**src/rtl/core/maze_floodfill_distance_update_assert.svh**
```systemverilog
// Assertion macros for the maze flood-fill distance block.
// Each macro takes a label, an antecedent and a consequent; clock and
// reset are the block's own.
`ifndef MAZE_FLOODFILL_DISTANCE_UPDATE_ASSERT_SVH
`define MAZE_FLOODFILL_DISTANCE_UPDATE_ASSERT_SVH
`ifndef SYNTHESIS
`define MFDU_ASSERT_SAME(label, ante, cons) \
   label: assert property (@(posedge clock) disable iff (reset) (ante) |-> (cons)) \
      else $error("mfdu assertion failed");
`define MFDU_ASSERT_NEXT(label, ante, cons) \
   label: assert property (@(posedge clock) disable iff (reset) (ante) |=> (cons)) \
      else $error("mfdu assertion failed");
`else
`define MFDU_ASSERT_SAME(label, ante, cons)
`define MFDU_ASSERT_NEXT(label, ante, cons)
`endif
`endif

```
**src/rtl/core/mfdu_pkg.sv**
```systemverilog
`timescale 1ns / 1ps
// ----------------------------------------------------------------------------
// mfdu_pkg
// Types, codes and the reset-map function shared by the flood-fill block.
// ----------------------------------------------------------------------------
package mfdu_pkg;

   localparam int COORD_W = 4;
   localparam int DIST_W = 8;
   localparam int CHG_W = 16;
   localparam int POPS_W = 20;
   localparam logic [POPS_W-1:0] FLOOD_POP_LIMIT = 20'd1000000;
   localparam logic [DIST_W-1:0] DIST_MAX = 8'd255;
   localparam logic [CHG_W-1:0] CHG_MAX = 16'hffff;

   localparam logic MODE_WRITE = 1'b0;
   localparam logic MODE_READ = 1'b1;

   localparam logic [1:0] ADDR_REQ = 2'd0;
   localparam logic [1:0] ADDR_CUR = 2'd1;
   localparam logic [1:0] ADDR_NB = 2'd2;

   // neighbour order: top, right, bottom, left
   localparam logic [1:0] NB_TOP = 2'd0;
   localparam logic [1:0] NB_RIGHT = 2'd1;
   localparam logic [1:0] NB_BOTTOM = 2'd2;
   localparam logic [1:0] NB_LEFT = 2'd3;

   typedef struct packed {
      logic mode;
      logic [COORD_W-1:0] row;
      logic [COORD_W-1:0] column;
      logic add_top_wall;
      logic add_right_wall;
   } req_type;

   typedef struct packed {
      logic [DIST_W-1:0] cell_dist;
      logic cell_top;
      logic cell_right;
      logic [CHG_W-1:0] cells_changed;
      logic overflow;
   } rsp_type;

   typedef struct packed {
      logic top;
      logic right;
      logic [DIST_W-1:0] distance;
   } cell_type;

   typedef struct packed {
      logic load_req;
      logic cell_rd;
      logic [1:0] addr_sel;
      logic cap_own;
      logic cap_nb;
      logic seed_wr;
      logic pop;
      logic abort;
      logic load_cur;
      logic upd_wr;
      logic push;
      logic nb_clr;
      logic nb_inc;
      logic rsp_load;
   } cmd_type;

   typedef struct packed {
      logic sp_zero;
      logic pop_limit;
      logic cur_centre;
      logic nb_last;
      logic upd_needed;
      logic mode;
      logic oob;
      logic rsp_busy;
   } sts_type;

   function automatic logic [COORD_W:0] absdiff(input logic [COORD_W:0] a,
                                                input logic [COORD_W:0] b);
      return (a > b) ? a - b : b - a;
   endfunction

   // Map contents straight after reset
   function automatic cell_type reset_cell(input logic [COORD_W-1:0] r,
                                           input logic [COORD_W-1:0] c,
                                           input logic [COORD_W:0] side);
      logic [COORD_W:0] g1;
      logic [COORD_W:0] g2;
      logic [COORD_W:0] rr;
      logic [COORD_W:0] cc;
      logic [COORD_W+1:0] d;
      logic [COORD_W+1:0] t;
      cell_type res;
      g1 = side >> 1;
      g2 = g1 - 1'b1;
      rr = {1'b0, r};
      cc = {1'b0, c};
      d = {1'b0, absdiff(rr, g1)} + {1'b0, absdiff(cc, g1)};
      t = {1'b0, absdiff(rr, g1)} + {1'b0, absdiff(cc, g2)};
      if (t < d) d = t;
      t = {1'b0, absdiff(rr, g2)} + {1'b0, absdiff(cc, g1)};
      if (t < d) d = t;
      t = {1'b0, absdiff(rr, g2)} + {1'b0, absdiff(cc, g2)};
      if (t < d) d = t;
      res.distance = DIST_W'(d);
      res.top = (rr == side - 1'b1);
      res.right = (cc == side - 1'b1) || (c == '0 && r <= COORD_W'(2));
      return res;
   endfunction

endpackage

```
**src/rtl/core/mfdu_ram.sv**
```systemverilog
`timescale 1ns / 1ps
// ----------------------------------------------------------------------------
// mfdu_ram
// Generic simple dual-port RAM, one write and one registered read port.
// ----------------------------------------------------------------------------
module mfdu_ram #(
   parameter int WIDTH = 8,
   parameter int DEPTH = 64
) (
   input  logic                     clock,
   input  logic                     wr_en,
   input  logic [$clog2(DEPTH)-1:0] wr_addr,
   input  logic [WIDTH-1:0]         wr_data,
   input  logic                     rd_en,
   input  logic [$clog2(DEPTH)-1:0] rd_addr,
   output logic [WIDTH-1:0]         rd_data
);

   logic [WIDTH-1:0] mem [DEPTH];
   logic [WIDTH-1:0] rd_data_ff;

   always_ff @(posedge clock) begin
      if (wr_en) begin
         mem[wr_addr] <= wr_data;
      end
      if (rd_en) begin
         rd_data_ff <= mem[rd_addr];
      end
   end

   assign rd_data = rd_data_ff;

endmodule

```
**src/rtl/core/mfdu_ctrl.sv**
```systemverilog
`timescale 1ns / 1ps
// ----------------------------------------------------------------------------
// mfdu_ctrl
// Sequencer for request intake, the flood loop and the response hand-off.
// ----------------------------------------------------------------------------
module mfdu_ctrl (
   input  logic             clock,
   input  logic             reset,
   input  logic             req_valid,
   output logic             req_ready,
   input  mfdu_pkg::sts_type sts,
   output mfdu_pkg::cmd_type cmd
);

   localparam logic [3:0] S_IDLE = 4'd0;
   localparam logic [3:0] S_START = 4'd1;
   localparam logic [3:0] S_SEED = 4'd2;
   localparam logic [3:0] S_POP = 4'd3;
   localparam logic [3:0] S_LOAD = 4'd4;
   localparam logic [3:0] S_CHK = 4'd5;
   localparam logic [3:0] S_OWN = 4'd6;
   localparam logic [3:0] S_NRD = 4'd7;
   localparam logic [3:0] S_NCAP = 4'd8;
   localparam logic [3:0] S_EVAL = 4'd9;
   localparam logic [3:0] S_PUSH = 4'd10;
   localparam logic [3:0] S_RESP = 4'd11;

   logic [3:0] state_ff;
   logic [3:0] state_in;

   always_ff @(posedge clock) begin
      if (reset) begin
         state_ff <= S_IDLE;
      end else begin
         state_ff <= state_in;
      end
   end

   assign req_ready = (state_ff == S_IDLE);

   always_comb begin
      cmd = '0;
      state_in = state_ff;
      case (state_ff)
         S_IDLE: begin
            if (req_valid) begin
               cmd.load_req = 1'b1;
               state_in = S_START;
            end
         end
         S_START: begin
            if (sts.oob) begin
               state_in = S_RESP;
            end else begin
               cmd.cell_rd = 1'b1;
               cmd.addr_sel = mfdu_pkg::ADDR_REQ;
               state_in = (sts.mode == mfdu_pkg::MODE_READ) ? S_RESP : S_SEED;
            end
         end
         S_SEED: begin
            cmd.seed_wr = 1'b1;
            state_in = S_POP;
         end
         S_POP: begin
            if (sts.sp_zero || sts.pop_limit) begin
               cmd.abort = sts.pop_limit && !sts.sp_zero;
               cmd.cell_rd = 1'b1;
               cmd.addr_sel = mfdu_pkg::ADDR_REQ;
               state_in = S_RESP;
            end else begin
               cmd.pop = 1'b1;
               state_in = S_LOAD;
            end
         end
         S_LOAD: begin
            cmd.load_cur = 1'b1;
            state_in = S_CHK;
         end
         S_CHK: begin
            if (sts.cur_centre) begin
               state_in = S_POP;
            end else begin
               cmd.cell_rd = 1'b1;
               cmd.addr_sel = mfdu_pkg::ADDR_CUR;
               cmd.nb_clr = 1'b1;
               state_in = S_OWN;
            end
         end
         S_OWN: begin
            cmd.cap_own = 1'b1;
            state_in = S_NRD;
         end
         S_NRD: begin
            cmd.cell_rd = 1'b1;
            cmd.addr_sel = mfdu_pkg::ADDR_NB;
            state_in = S_NCAP;
         end
         S_NCAP: begin
            cmd.cap_nb = 1'b1;
            if (sts.nb_last) begin
               state_in = S_EVAL;
            end else begin
               cmd.nb_inc = 1'b1;
               state_in = S_NRD;
            end
         end
         S_EVAL: begin
            if (sts.upd_needed) begin
               cmd.upd_wr = 1'b1;
               cmd.nb_clr = 1'b1;
               state_in = S_PUSH;
            end else begin
               state_in = S_POP;
            end
         end
         S_PUSH: begin
            cmd.push = 1'b1;
            if (sts.nb_last) begin
               state_in = S_POP;
            end else begin
               cmd.nb_inc = 1'b1;
            end
         end
         S_RESP: begin
            if (!sts.rsp_busy) begin
               cmd.rsp_load = 1'b1;
               state_in = S_IDLE;
            end
         end
         default: begin
            state_in = S_IDLE;
         end
      endcase
   end

endmodule

```
**src/rtl/core/mfdu_dp.sv**
```systemverilog
`timescale 1ns / 1ps
// ----------------------------------------------------------------------------
// mfdu_dp
// Datapath: maze map and pending-cell stack memories, neighbour scan,
// counters and the response register.
// ----------------------------------------------------------------------------
module mfdu_dp #(
   parameter int MAZE_SIDE = 16,
   parameter int STACK_DEPTH = 64
) (
   input  logic              clock,
   input  logic              reset,
   input  mfdu_pkg::req_type req_data,
   input  mfdu_pkg::cmd_type cmd,
   output mfdu_pkg::sts_type sts,
   output logic              rsp_valid,
   input  logic              rsp_ready,
   output mfdu_pkg::rsp_type rsp_data
);

   localparam int CW = mfdu_pkg::COORD_W;
   localparam int CELLS = MAZE_SIDE * MAZE_SIDE;
   localparam int CAW = $clog2(CELLS);
   localparam int SAW = $clog2(STACK_DEPTH);
   localparam int SPW = $clog2(STACK_DEPTH + 1);
   localparam int CELL_W = $bits(mfdu_pkg::cell_type);
   localparam logic [CW-1:0] LAST = CW'(MAZE_SIDE - 1);
   localparam logic [CW-1:0] CTR_HI = CW'(MAZE_SIDE / 2);
   localparam logic [CW-1:0] CTR_LO = CW'((MAZE_SIDE - 1) / 2);
   localparam logic [CW:0] SIDE = (CW + 1)'(MAZE_SIDE);
   localparam logic [SPW-1:0] SP_FULL = SPW'(STACK_DEPTH);

   function automatic logic [CAW-1:0] cell_addr(input logic [CW-1:0] r,
                                                input logic [CW-1:0] c);
      logic [7:0] lin;
      lin = 8'(r * 8'(MAZE_SIDE)) + 8'(c);
      return lin[CAW-1:0];
   endfunction

   function automatic logic is_centre(input logic [CW-1:0] r, input logic [CW-1:0] c);
      return (r == CTR_HI || r == CTR_LO) && (c == CTR_HI || c == CTR_LO);
   endfunction

   mfdu_pkg::req_type req_ff;
   logic [CW-1:0] cur_r_ff, cur_c_ff;
   logic own_top_ff, own_right_ff;
   logic [7:0] own_dist_ff;
   logic [7:0] mn_ff;
   logic open_ff;
   logic [1:0] nb_ff;
   logic [SPW-1:0] sp_ff;
   logic [mfdu_pkg::POPS_W-1:0] pops_ff;
   logic [mfdu_pkg::CHG_W-1:0] changed_ff;
   logic ovf_ff;
   logic [CELLS-1:0] valid_ff;
   logic rd_valid_ff;
   logic [CW-1:0] rd_r_ff, rd_c_ff;
   logic rsp_valid_ff;
   mfdu_pkg::rsp_type rsp_ff;

   logic [CW-1:0] nb_r, nb_c;
   logic nb_in;
   logic nb_open;
   logic push_ok;
   logic [CW-1:0] rd_r, rd_c;
   logic [CW-1:0] wr_r, wr_c;
   logic cell_we;
   mfdu_pkg::cell_type cell_wd;
   logic [CELL_W-1:0] cell_q;
   mfdu_pkg::cell_type view;
   logic [7:0] nv;
   logic stk_we;
   logic [SAW-1:0] stk_wa;
   logic [2*CW-1:0] stk_wd;
   logic [2*CW-1:0] stk_q;
   logic [SPW-1:0] sp_dec;

   // neighbour coordinates and bounds for the current scan slot
   always_comb begin
      nb_r = cur_r_ff;
      nb_c = cur_c_ff;
      nb_in = 1'b0;
      nb_open = 1'b0;
      case (nb_ff)
         mfdu_pkg::NB_TOP: begin
            nb_r = cur_r_ff + 1'b1;
            nb_in = (cur_r_ff != LAST);
            nb_open = nb_in && !own_top_ff;
         end
         mfdu_pkg::NB_RIGHT: begin
            nb_c = cur_c_ff + 1'b1;
            nb_in = (cur_c_ff != LAST);
            nb_open = nb_in && !own_right_ff;
         end
         mfdu_pkg::NB_BOTTOM: begin
            nb_r = cur_r_ff - 1'b1;
            nb_in = (cur_r_ff != '0);
            nb_open = nb_in && !view.top;
         end
         default: begin
            nb_c = cur_c_ff - 1'b1;
            nb_in = (cur_c_ff != '0);
            nb_open = nb_in && !view.right;
         end
      endcase
   end

   always_comb begin
      case (cmd.addr_sel)
         mfdu_pkg::ADDR_REQ: begin
            rd_r = req_ff.row;
            rd_c = req_ff.column;
         end
         mfdu_pkg::ADDR_CUR: begin
            rd_r = cur_r_ff;
            rd_c = cur_c_ff;
         end
         default: begin
            rd_r = nb_r;
            rd_c = nb_c;
         end
      endcase
   end

   // unwritten cells read back as the reset map
   assign view = rd_valid_ff ? mfdu_pkg::cell_type'(cell_q)
                             : mfdu_pkg::reset_cell(rd_r_ff, rd_c_ff, SIDE);

   assign nv = (mn_ff == mfdu_pkg::DIST_MAX) ? mfdu_pkg::DIST_MAX : mn_ff + 1'b1;

   assign cell_we = cmd.seed_wr || cmd.upd_wr;
   always_comb begin
      if (cmd.seed_wr) begin
         wr_r = req_ff.row;
         wr_c = req_ff.column;
         cell_wd.top = view.top | req_ff.add_top_wall;
         cell_wd.right = view.right | req_ff.add_right_wall;
         cell_wd.distance = view.distance;
      end else begin
         wr_r = cur_r_ff;
         wr_c = cur_c_ff;
         cell_wd.top = own_top_ff;
         cell_wd.right = own_right_ff;
         cell_wd.distance = nv;
      end
   end

   mfdu_ram #(.WIDTH(CELL_W), .DEPTH(CELLS)) u_map (
      .clock  (clock),
      .wr_en  (cell_we),
      .wr_addr(cell_addr(wr_r, wr_c)),
      .wr_data(cell_wd),
      .rd_en  (cmd.cell_rd),
      .rd_addr(cell_addr(rd_r, rd_c)),
      .rd_data(cell_q)
   );

   assign push_ok = cmd.push && nb_in && !is_centre(nb_r, nb_c);
   assign sp_dec = sp_ff - 1'b1;
   assign stk_we = cmd.seed_wr || (push_ok && sp_ff != SP_FULL);
   assign stk_wa = cmd.seed_wr ? '0 : sp_ff[SAW-1:0];
   assign stk_wd = cmd.seed_wr ? {req_ff.row, req_ff.column} : {nb_r, nb_c};

   mfdu_ram #(.WIDTH(2 * CW), .DEPTH(STACK_DEPTH)) u_stack (
      .clock  (clock),
      .wr_en  (stk_we),
      .wr_addr(stk_wa),
      .wr_data(stk_wd),
      .rd_en  (cmd.pop),
      .rd_addr(sp_dec[SAW-1:0]),
      .rd_data(stk_q)
   );

   always_ff @(posedge clock) begin
      if (reset) begin
         valid_ff <= '0;
         sp_ff <= '0;
         rsp_valid_ff <= 1'b0;
         nb_ff <= '0;
      end else begin
         if (cell_we) begin
            valid_ff[cell_addr(wr_r, wr_c)] <= 1'b1;
         end
         if (cmd.load_req || cmd.abort) begin
            sp_ff <= '0;
         end else if (cmd.seed_wr) begin
            sp_ff <= SPW'(1);
         end else if (cmd.pop) begin
            sp_ff <= sp_dec;
         end else if (push_ok && sp_ff != SP_FULL) begin
            sp_ff <= sp_ff + 1'b1;
         end
         if (cmd.nb_clr) begin
            nb_ff <= '0;
         end else if (cmd.nb_inc) begin
            nb_ff <= nb_ff + 1'b1;
         end
         if (cmd.rsp_load) begin
            rsp_valid_ff <= 1'b1;
         end else if (rsp_ready) begin
            rsp_valid_ff <= 1'b0;
         end
      end
   end

   always_ff @(posedge clock) begin
      if (cmd.load_req) begin
         req_ff <= req_data;
         pops_ff <= '0;
         changed_ff <= '0;
         ovf_ff <= 1'b0;
      end
      if (cmd.cell_rd) begin
         rd_valid_ff <= valid_ff[cell_addr(rd_r, rd_c)];
         rd_r_ff <= rd_r;
         rd_c_ff <= rd_c;
      end
      if (cmd.pop) begin
         pops_ff <= pops_ff + 1'b1;
      end
      if (cmd.abort || (push_ok && sp_ff == SP_FULL)) begin
         ovf_ff <= 1'b1;
      end
      if (cmd.load_cur) begin
         cur_r_ff <= stk_q[2*CW-1:CW];
         cur_c_ff <= stk_q[CW-1:0];
      end
      if (cmd.cap_own) begin
         own_top_ff <= view.top;
         own_right_ff <= view.right;
         own_dist_ff <= view.distance;
         mn_ff <= mfdu_pkg::DIST_MAX;
         open_ff <= 1'b0;
      end
      if (cmd.cap_nb && nb_open) begin
         open_ff <= 1'b1;
         if (view.distance < mn_ff) begin
            mn_ff <= view.distance;
         end
      end
      if (cmd.upd_wr && changed_ff != mfdu_pkg::CHG_MAX) begin
         changed_ff <= changed_ff + 1'b1;
      end
      if (cmd.rsp_load) begin
         if (sts.oob) begin
            rsp_ff <= '0;
         end else begin
            rsp_ff.cell_dist <= view.distance;
            rsp_ff.cell_top <= view.top;
            rsp_ff.cell_right <= view.right;
            rsp_ff.cells_changed <= changed_ff;
            rsp_ff.overflow <= ovf_ff;
         end
      end
   end

   always_comb begin
      sts.sp_zero = (sp_ff == '0);
      sts.pop_limit = (pops_ff >= mfdu_pkg::FLOOD_POP_LIMIT);
      sts.cur_centre = is_centre(cur_r_ff, cur_c_ff);
      sts.nb_last = (nb_ff == mfdu_pkg::NB_LEFT);
      sts.upd_needed = open_ff && (nv != own_dist_ff);
      sts.mode = req_ff.mode;
      sts.oob = ({1'b0, req_ff.row} >= SIDE) || ({1'b0, req_ff.column} >= SIDE);
      sts.rsp_busy = rsp_valid_ff;
   end

   assign rsp_valid = rsp_valid_ff;
   assign rsp_data = rsp_ff;

endmodule

```
**src/rtl/core/maze_floodfill_distance_update.sv**
```systemverilog
`timescale 1ns / 1ps
// ----------------------------------------------------------------------------
// maze_floodfill_distance_update
// Maze map keeper running a stack-based modified flood fill on wall updates.
// ----------------------------------------------------------------------------
// Requests arrive on req_ (valid/ready): mode 0 ORs wall bits into one cell
// and reflows distances from it; mode 1 reads one cell. Every request gives
// exactly one response on rsp_ (valid/ready) holding the cell's distance and
// walls, the count of distance rewrites, and overflow (stack full or pop cap).
// A read issues the map read, then loads the response register once it is
// free. A wall update seeds the cell, then per popped cell checks for the
// centre and, for any other, fetches the cell and its four neighbours one by
// one, as the map memory has one read port; each rewrite pushes its neighbours
// one per cycle. The next request can be taken in the cycle rsp_valid rises.
// One request is in flight at a time; req_ready is high while idle, also
// while an earlier response waits. A stalled receiver holds the finished
// response in the output register, and the next one waits behind it.
// Reset restores the initial map at once (valid bit per cell, unwritten
// cells read as the initial value), empties the stack and drops any response.
// ----------------------------------------------------------------------------
`include "maze_floodfill_distance_update_assert.svh"

module maze_floodfill_distance_update #(
   parameter int MAZE_SIDE = 16,
   parameter int STACK_DEPTH = 64
) (
   input  logic              clock,
   input  logic              reset,
   input  logic              req_valid,
   output logic              req_ready,
   input  mfdu_pkg::req_type req_data,
   output logic              rsp_valid,
   input  logic              rsp_ready,
   output mfdu_pkg::rsp_type rsp_data
);

   mfdu_pkg::cmd_type cmd;
   mfdu_pkg::sts_type sts;

   mfdu_ctrl u_ctrl (
      .clock    (clock),
      .reset    (reset),
      .req_valid(req_valid),
      .req_ready(req_ready),
      .sts      (sts),
      .cmd      (cmd)
   );

   mfdu_dp #(.MAZE_SIDE(MAZE_SIDE), .STACK_DEPTH(STACK_DEPTH)) u_dp (
      .clock    (clock),
      .reset    (reset),
      .req_data (req_data),
      .cmd      (cmd),
      .sts      (sts),
      .rsp_valid(rsp_valid),
      .rsp_ready(rsp_ready),
      .rsp_data (rsp_data)
   );

   `MFDU_ASSERT_NEXT(a_busy_after_accept, req_valid && req_ready, !req_ready)
   `MFDU_ASSERT_SAME(a_pop_not_empty, cmd.pop, !sts.sp_zero)
   `MFDU_ASSERT_SAME(a_no_rsp_overwrite, cmd.rsp_load, !rsp_valid)

endmodule
```
**config.mk**
```make
export PLATFORM = sky130hd
export DESIGN_NAME = maze_floodfill_distance_update
export DESIGN_NICKNAME = d
export VERILOG_FILES = /design/src/rtl/core/mfdu_pkg.sv /design/src/rtl/core/mfdu_ram.sv /design/src/rtl/core/mfdu_ctrl.sv /design/src/rtl/core/mfdu_dp.sv /design/src/rtl/core/maze_floodfill_distance_update.sv
export VERILOG_INCLUDE_DIRS = /design/src /design/src/rtl/core
export SDC_FILE = /design/constraint.sdc
export NUM_CORES = 2
export LEC_CHECK = 0
export ABC_AREA = 1
export BUFFER_PORTS_ARGS = -buffer_cell sky130_fd_sc_hd__buf_2
export CAP_MARGIN = 10
export CORE_MARGIN = 5
export CORE_UTILIZATION = 25
export DETAILED_ROUTE_END_ITERATION = 7
export PLACE_DENSITY_LB_ADDON = 0.25
export RECOVER_POWER = 50
export REMOVE_ABC_BUFFERS = 1
export SETUP_SLACK_MARGIN = 0.05
export SLEW_MARGIN = 20
export SYNTH_ARGS = -nofsm -noshare
export SYNTH_HDL_FRONTEND = slang
export SYNTH_SLANG_ARGS = --single-unit
```
**constraint.sdc**
```tcl
create_clock -name clock -period 17.8 [get_ports clock]
set_clock_uncertainty 0.2 [all_clocks]
set_input_delay 0.89 -clock clock [delete_from_list [all_inputs] [get_ports clock]]
set_output_delay 0.89 -clock clock [all_outputs]
set_load 0.1 [all_outputs]
```
# Yosys cells after proc, flatten, opt, wreduce, memory -nomap -nowiden
# Memories as Yosys holds them, arrays and structs flattened. A register that Yosys moved wholly into a read port is not among the register bits.
# Index checks and enable logic that the tools add are counted.
# word_totals
regBits,381
ramBits,3072
input_bits,15
out_inout_bits,29
elab_cells,226
memories,2
# classes
n_addsub,24
n_lt_le_gt_ge,13
n_eq_ne,35
muxes,70
bitwise_logic,3
reduce_logical,50
# memory_table
name,words,width,rd,rd_ports_with_merged_regs,wr,line,source
u_dp.u_map.mem,256,10,1,1,1,mfdu_ram.sv:19,logic [WIDTH-1:0] mem [DEPTH];
u_dp.u_stack.mem,64,8,1,1,1,mfdu_ram.sv:19,
# op_table
operator,n
$or 256x256->256,1
$pmux 4 s12,1
$eq 4x4->1 const B,10
$mux 20,2
$mux 8,5
$mux 4,9
$eq 4x3->1 const B,8
$mux 16,2
$pmux 4 s2,4
$mux 1,25
$add 5x5->6,4
$mux 6,4
$add 20x1->20 const B,1
$ge 20x20->1 const B,1
$mux 10,2
$mux 5,4
$lt 6x6->1,3
$lt 8x9->1 const B,2
$add 16x1->16 const B,1
$add 8x4->8,2
$logic_and 1x1->1,16
$ne 16x16->1 const B,1
$mux 7,2
$pmux 3 s4,1
43 further kinds,84

# Depth between registers and ports, before layout
# logic_depth
word_depth,15
mapped_depth,52
mapped_depth_nobuf,51

# Hierarchy
# A second synthesis with hierarchy kept.
# hier_totals
hier_cells,13017
area_unflattened_um2,144270.9
# by_module_without_submodules
module,n_inst,cells_per_inst,area_per_inst_um2,seq_area_each_um2
mfdu_ram (u_dp.u_map),1,8656,103818.3,77174.0
mfdu_ram (u_dp.u_stack),1,1805,21419.3,15615.0
mfdu_dp,1,2474,18590.3,8558.2
mfdu_ctrl,1,82,442.9,80.1

# Worst setup path after synthesis
# OpenSTA, ideal clock, no wires.
# synth_path
kind,flip-flop to flip-flop
start,register u_dp.rd_c_ff[0]
end,memory u_dp.u_map.mem[0][4] (netlist bit) (data pin)
setup_ps,2187
t_arrival_ps,15310
t_required_ps,15413
slack_ps,103
path_stages_with_launch,39
path_buffers,1
synth_period_minus_slack_ps,17697
path_cell_list,edfxtp_1 inv_1 ha_1 inv_1 nor2_1 nand2_1 a31oi_1 fa_1 inv_1 ha_1 a21o_1 a21o_1 a21oi_1 nand3b_1 nand2_1 nand2_4 nand2_4 o21ai_0 (+3 left out) nand2_1 nand2_1 nand2_1 nand2_1 buf_2 nand2_1 o21a_1 inv_1 ha_1 a21oi_1 nor2_1 a211oi_1 nand2_2 inv_1 nand2_1 o211ai_1 o21ai_0 o21ai_0
# synth_rtl
item,line,source
from (decl),mfdu_dp.sv:57,"logic [CW-1:0] rd_r_ff, rd_c_ff;"
from (signal assigned),mfdu_dp.sv:216,rd_c_ff <= rd_c;
to (decl),mfdu_ram.sv:19,

==> results.py <==
metrics = {
    "placed_design": {
        "placement.io_buffers": 43,
        "hpwl_mm": 247,
        "post-place-ws_ns": 7.88,
        "globalplace.congestion": 0.811,
    },
    "setup_path": {
        "timing.rr.end": "u_dp.u_map.mem[191][9]$_DFFE_PP_",
        "crit_arrival_ns": 12.49,
        "r2r_slack_ns": 4.82,
        "ff2ff_path_depth": 8,
        "critPathKind": "reg2reg",
        "critPathMaxFanout": 140,
        "worst_ep_required_time_ns": 17.31,
        "end_kind": "flip-flop",
        "startpoint_type": "flip-flop",
        "r2r-start": "u_ctrl.state_ff[1]$_SDFFE_PP0P_",
    },
    "timing": {
        "hold_slack_ns": 0.199,
        "period_share_pct": 72.9,
        "worstMarginPinSlew_ns": 8.70,
        "fmaxAchievable_mhz": 77.0,
        "fin_crit_ns": 12.98,
        "finalSetupViolCount": 0,
        "fin_ws_ns": 4.82,
        "tns_ns": 0,
        "slew_viol_final": 2159,
        "rsz0062_at_grt": "false",
        "finalHoldViolCount": 0,
        "slew_headroom_pct": -480,
    },
    "layout": {
        "syn_to_final_growth_pct": 15.1,
        "drive_gt1_share_pct": 7.30,
        "nFillCells": 57610,
        "fin_nets": 11432,
    },
    "drt": {
        "drt_iter0_markers": 8579,
        "drc": 0,
        "dr.pass1.iters": 6,
        "wl_per_cell_um": 23.1,
        "ant_nets": 0,
        "wl_mm": 442,
        "vias": 91993,
        "routed_via_density": 4.80,
    },
    "synth": {
        "ys_seq_area_share_pct": 72.3,
        "syn-instance-count": 11401,
        "synth-main-ff-cell": "edfxtp_1",
        "yosysUniqueCellTypes": 60,
        "syn-cell-area_um2": 140000,
        "synth-edff-count": 3191,
        "synth-async-reset-ratio_pct": 0,
        "yosys_register_bits": 3471,
        "ys_warn_count": 0,
        "avgSynthCellArea_um2": 12.3,
    },
    "clock_network": {
        "path_clk_slew_ns": 0.06,
        "clock_latency_ns": 0.99,
        "cts.sinks": 3471,
        "post_cts_buffers": 0,
        "cts_tree": "built",
        "clock_path_buffers": 4,
        "holdBufCountCts": 12,
        "cts_max_level": 5,
        "clock-root-buffer": "clkbuf_16",
        "cts-buffers-inserted": 385,
        "ctsResizeCount": 0,
    },
    "global_routing": {
        "grt_overflow": 0,
        "antenna_found_initial": 13,
        "grt_max_degree": 181,
        "grt_pass1_vias": 87657,
        "track_usage_pct": 14.7,
        "grt_pass1_wl_mm": 640,
    },
    "run": {
        "cap_violations": 42,
    },
    "hold_path": {
        "whs_path_depth": 2,
        "min_from": "reset",
        "holdPathEnd": "u_dp.valid_ff[133]$_SDFFE_PP0N_",
        "hold_class": "in2reg",
    },
    "die": {
        "core_area_um2": 560000,
        "io-pin-count": 44,
        "initial_core_util_pct": 25.1,
        "die-area_um2": 577000,
        "die_x_um": 759,
        "rows": 275,
        "die_h_um": 759,
    },
    "power_and_ir_drop": {
        "power_density_nw_per_um2": 165,
        "peakVddDrop_mv": 0.251,
        "power_leakage_nw": 50.7,
    },
    "status": {
        "violations": "max-capacitance violations, max-slew violations",
        "status": "complete, but fails checks",
    },
}
-- Yosys cell counts, types with 5 or more instances --
| cell | number | share of area [%] |
|---|---|---|
| nor3b_1 | 7 | 0.037 |
| o21ai_1 | 203 | 0.72 |
| a21oi_1 | 54 | 0.19 |
| buf_6 | 5 | 0.040 |
| o311ai_1 | 12 | 0.075 |
| nor2_2 | 12 | 0.053 |
| o21ai_0 | 1030 | 3.7 |
| fa_1 | 6 | 0.086 |
| xor2_1 | 33 | 0.21 |
| nor4_1 | 6 | 0.027 |
| a21o_1 | 5 | 0.027 |
| o211ai_1 | 37 | 0.20 |
| o32ai_1 | 680 | 4.2 |
| clkinv_1 | 7 | 0.019 |
| edfxtp_1 | 3191 | 68 |
| or2_2 | 5 | 0.022 |
| mux2i_1 | 88 | 0.63 |
| inv_2 | 9 | 0.024 |
| inv_1 | 199 | 0.53 |
| ha_1 | 54 | 0.48 |
| nor2_1 | 3685 | 9.9 |
| nor3_1 | 23 | 0.082 |
| nand2_2 | 5 | 0.022 |
| xnor2_1 | 9 | 0.056 |
| a31oi_1 | 14 | 0.062 |
| nand3_1 | 334 | 1.2 |
| o221ai_1 | 251 | 1.6 |
| o311ai_0 | 53 | 0.33 |
| nand4_1 | 21 | 0.094 |
| buf_4 | 8 | 0.043 |
| buf_2 | 133 | 0.47 |
| buf_1 | 39 | 0.10 |
| dfxtp_1 | 280 | 4.0 |
| o21a_1 | 6 | 0.032 |
| clkbuf_1 | 604 | 1.6 |
| nand2_1 | 251 | 0.67 |
-- registers in the layout (all words and copies together) (netlist names), 7 cells and up --
| name | cells |
|---|---|
| u_dp.own_dist_ff | 8 |
| u_dp.sp_ff | 7 |
| u_dp.rsp_data | 27 |
| u_dp.u_stack.mem | 512 |
| u_dp.u_map.mem | 2560 |
| u_dp.u_stack.rd_data | 8 |
| u_dp.changed_ff | 16 |
| u_dp.req_ff | 10 |
| u_dp.mn_ff | 8 |
| u_dp.valid_ff | 256 |
| u_dp.pops_ff | 20 |
| u_dp.u_map.rd_data | 10 |
-- logic make-up after synthesis --
family / after synthesis / synth area share, %
multiplexers: 88 / 0.628
AO/OA/AOI/OAI: 2371 / 11.3
buffers and inverters: 1007 / 2.86
other: 1 / 0.00267
AND/OR/NAND/NOR: 4361 / 12.1
adder cells (fa/ha/maj): 60 / 0.567
XOR/XNOR: 42 / 0.262
flip-flops: 3471 / 72.3
-- worst max path at each step --
stage,from,to,depth (start not counted),slack [ns]
after detailed placement,u_dp.rd_c_ff[0]$_DFFE_PP_,u_dp.u_map.mem[75][4]$_DFFE_PP_,40,7.88
after CTS,u_dp.rd_c_ff[0]$_DFFE_PP_,u_dp.u_map.mem[30][4]$_DFFE_PP_,40,7.74
after global routing,u_ctrl.state_ff[1]$_SDFFE_PP0P_,u_dp.u_map.mem[31][9]$_DFFE_PP_,8,4.21
after global placement,u_dp.rd_c_ff[0]$_DFFE_PP_,u_dp.u_map.mem[6][4]$_DFFE_PP_,40,7.71
final,u_ctrl.state_ff[1]$_SDFFE_PP0P_,u_dp.u_map.mem[191][9]$_DFFE_PP_,8,4.82
after floorplan,u_dp.cur_r_ff[0]$_DFFE_PP_,u_dp.rd_valid_ff$_DFFE_PP_,21,-39.80
-- metal layers --
metal  wire length, um  up-vias  global-route usage [%]
met5                 0        -                       0
met4             12500        0                    3.93
met3             22600      578                    1.75
met2            207000     2483                    24.0
met1            200000    46975                    20.6
li1                  -    41957                       -
-- critical path, cell delays in order, from the launching register on --
cell and delay (ns):
dfxtp_1 0.39, inv_1 0.05, nor2_1 0.15, inv_1 0.09, nor2_1 1.56, o21ai_0 0.57
o21ai_4 0.16, clkbuf_1 2.91, clkbuf_1 5.23
-- layout make-up --
class | count | area [um^2] | area share [%]
clock buffer | 519 | 10400 | 6.46
sequential | 3471 | 101000 | 62.8
tap | 7479 | 9360 | 5.79
antenna | 4 | 10.0 | 0.00619
inverter | 215 | 835 | 0.516
clock inverter | 191 | 1760 | 1.09
timing repair buffer | 360 | 2430 | 1.50
multi-input combinational | 6924 | 35400 | 21.9
-- layout by cell type (no fill, tap or decap), types with 88 or more instances in the layout --
cell type	synthesis	routed
o32ai_1	680	680
clkinv_1	7	88
dfxtp_1	280	280
mux2i_1	88	88
clkbuf_16	0	389
edfxtp_1	3191	3191
inv_1	199	195
nor2_1	3685	3620
nand3_1	334	329
clkbuf_1	604	261
o221ai_1	251	251
o21ai_1	203	202
o21ai_0	1030	1023
nand2_1	251	247
buf_4	8	172
-- per-stage QoR --
| stage | cells | total power [mW] | utilization [%] | area, um^2 |
|---|---|---|---|---|
| final | 19163 | 26.7 | 28.9 | 162000 |
| after global routing | 19160 | 28.0 | 28.9 | 162000 |
| after CTS | 19159 | 26.9 | 29.0 | 162000 |
| after detailed placement | 18437 | 19.1 | 26.8 | 150000 |
| after global placement | 18437 | 19.1 | 26.8 | 150000 |
| after floorplan | 10610 | 17.9 | - | 137000 |
-- power breakdown --
part           switching (mW)  leakage [nW]  total (mW)  internal, mW
Combinational            6.24          13.6        7.98          1.75
Sequential             0.0906          31.2        10.9          10.8
Clock                    3.31          5.96        7.80          4.48
Total                    9.64          50.7        26.7          17.1
Note: power is estimated with default switching activity, not from simulation.
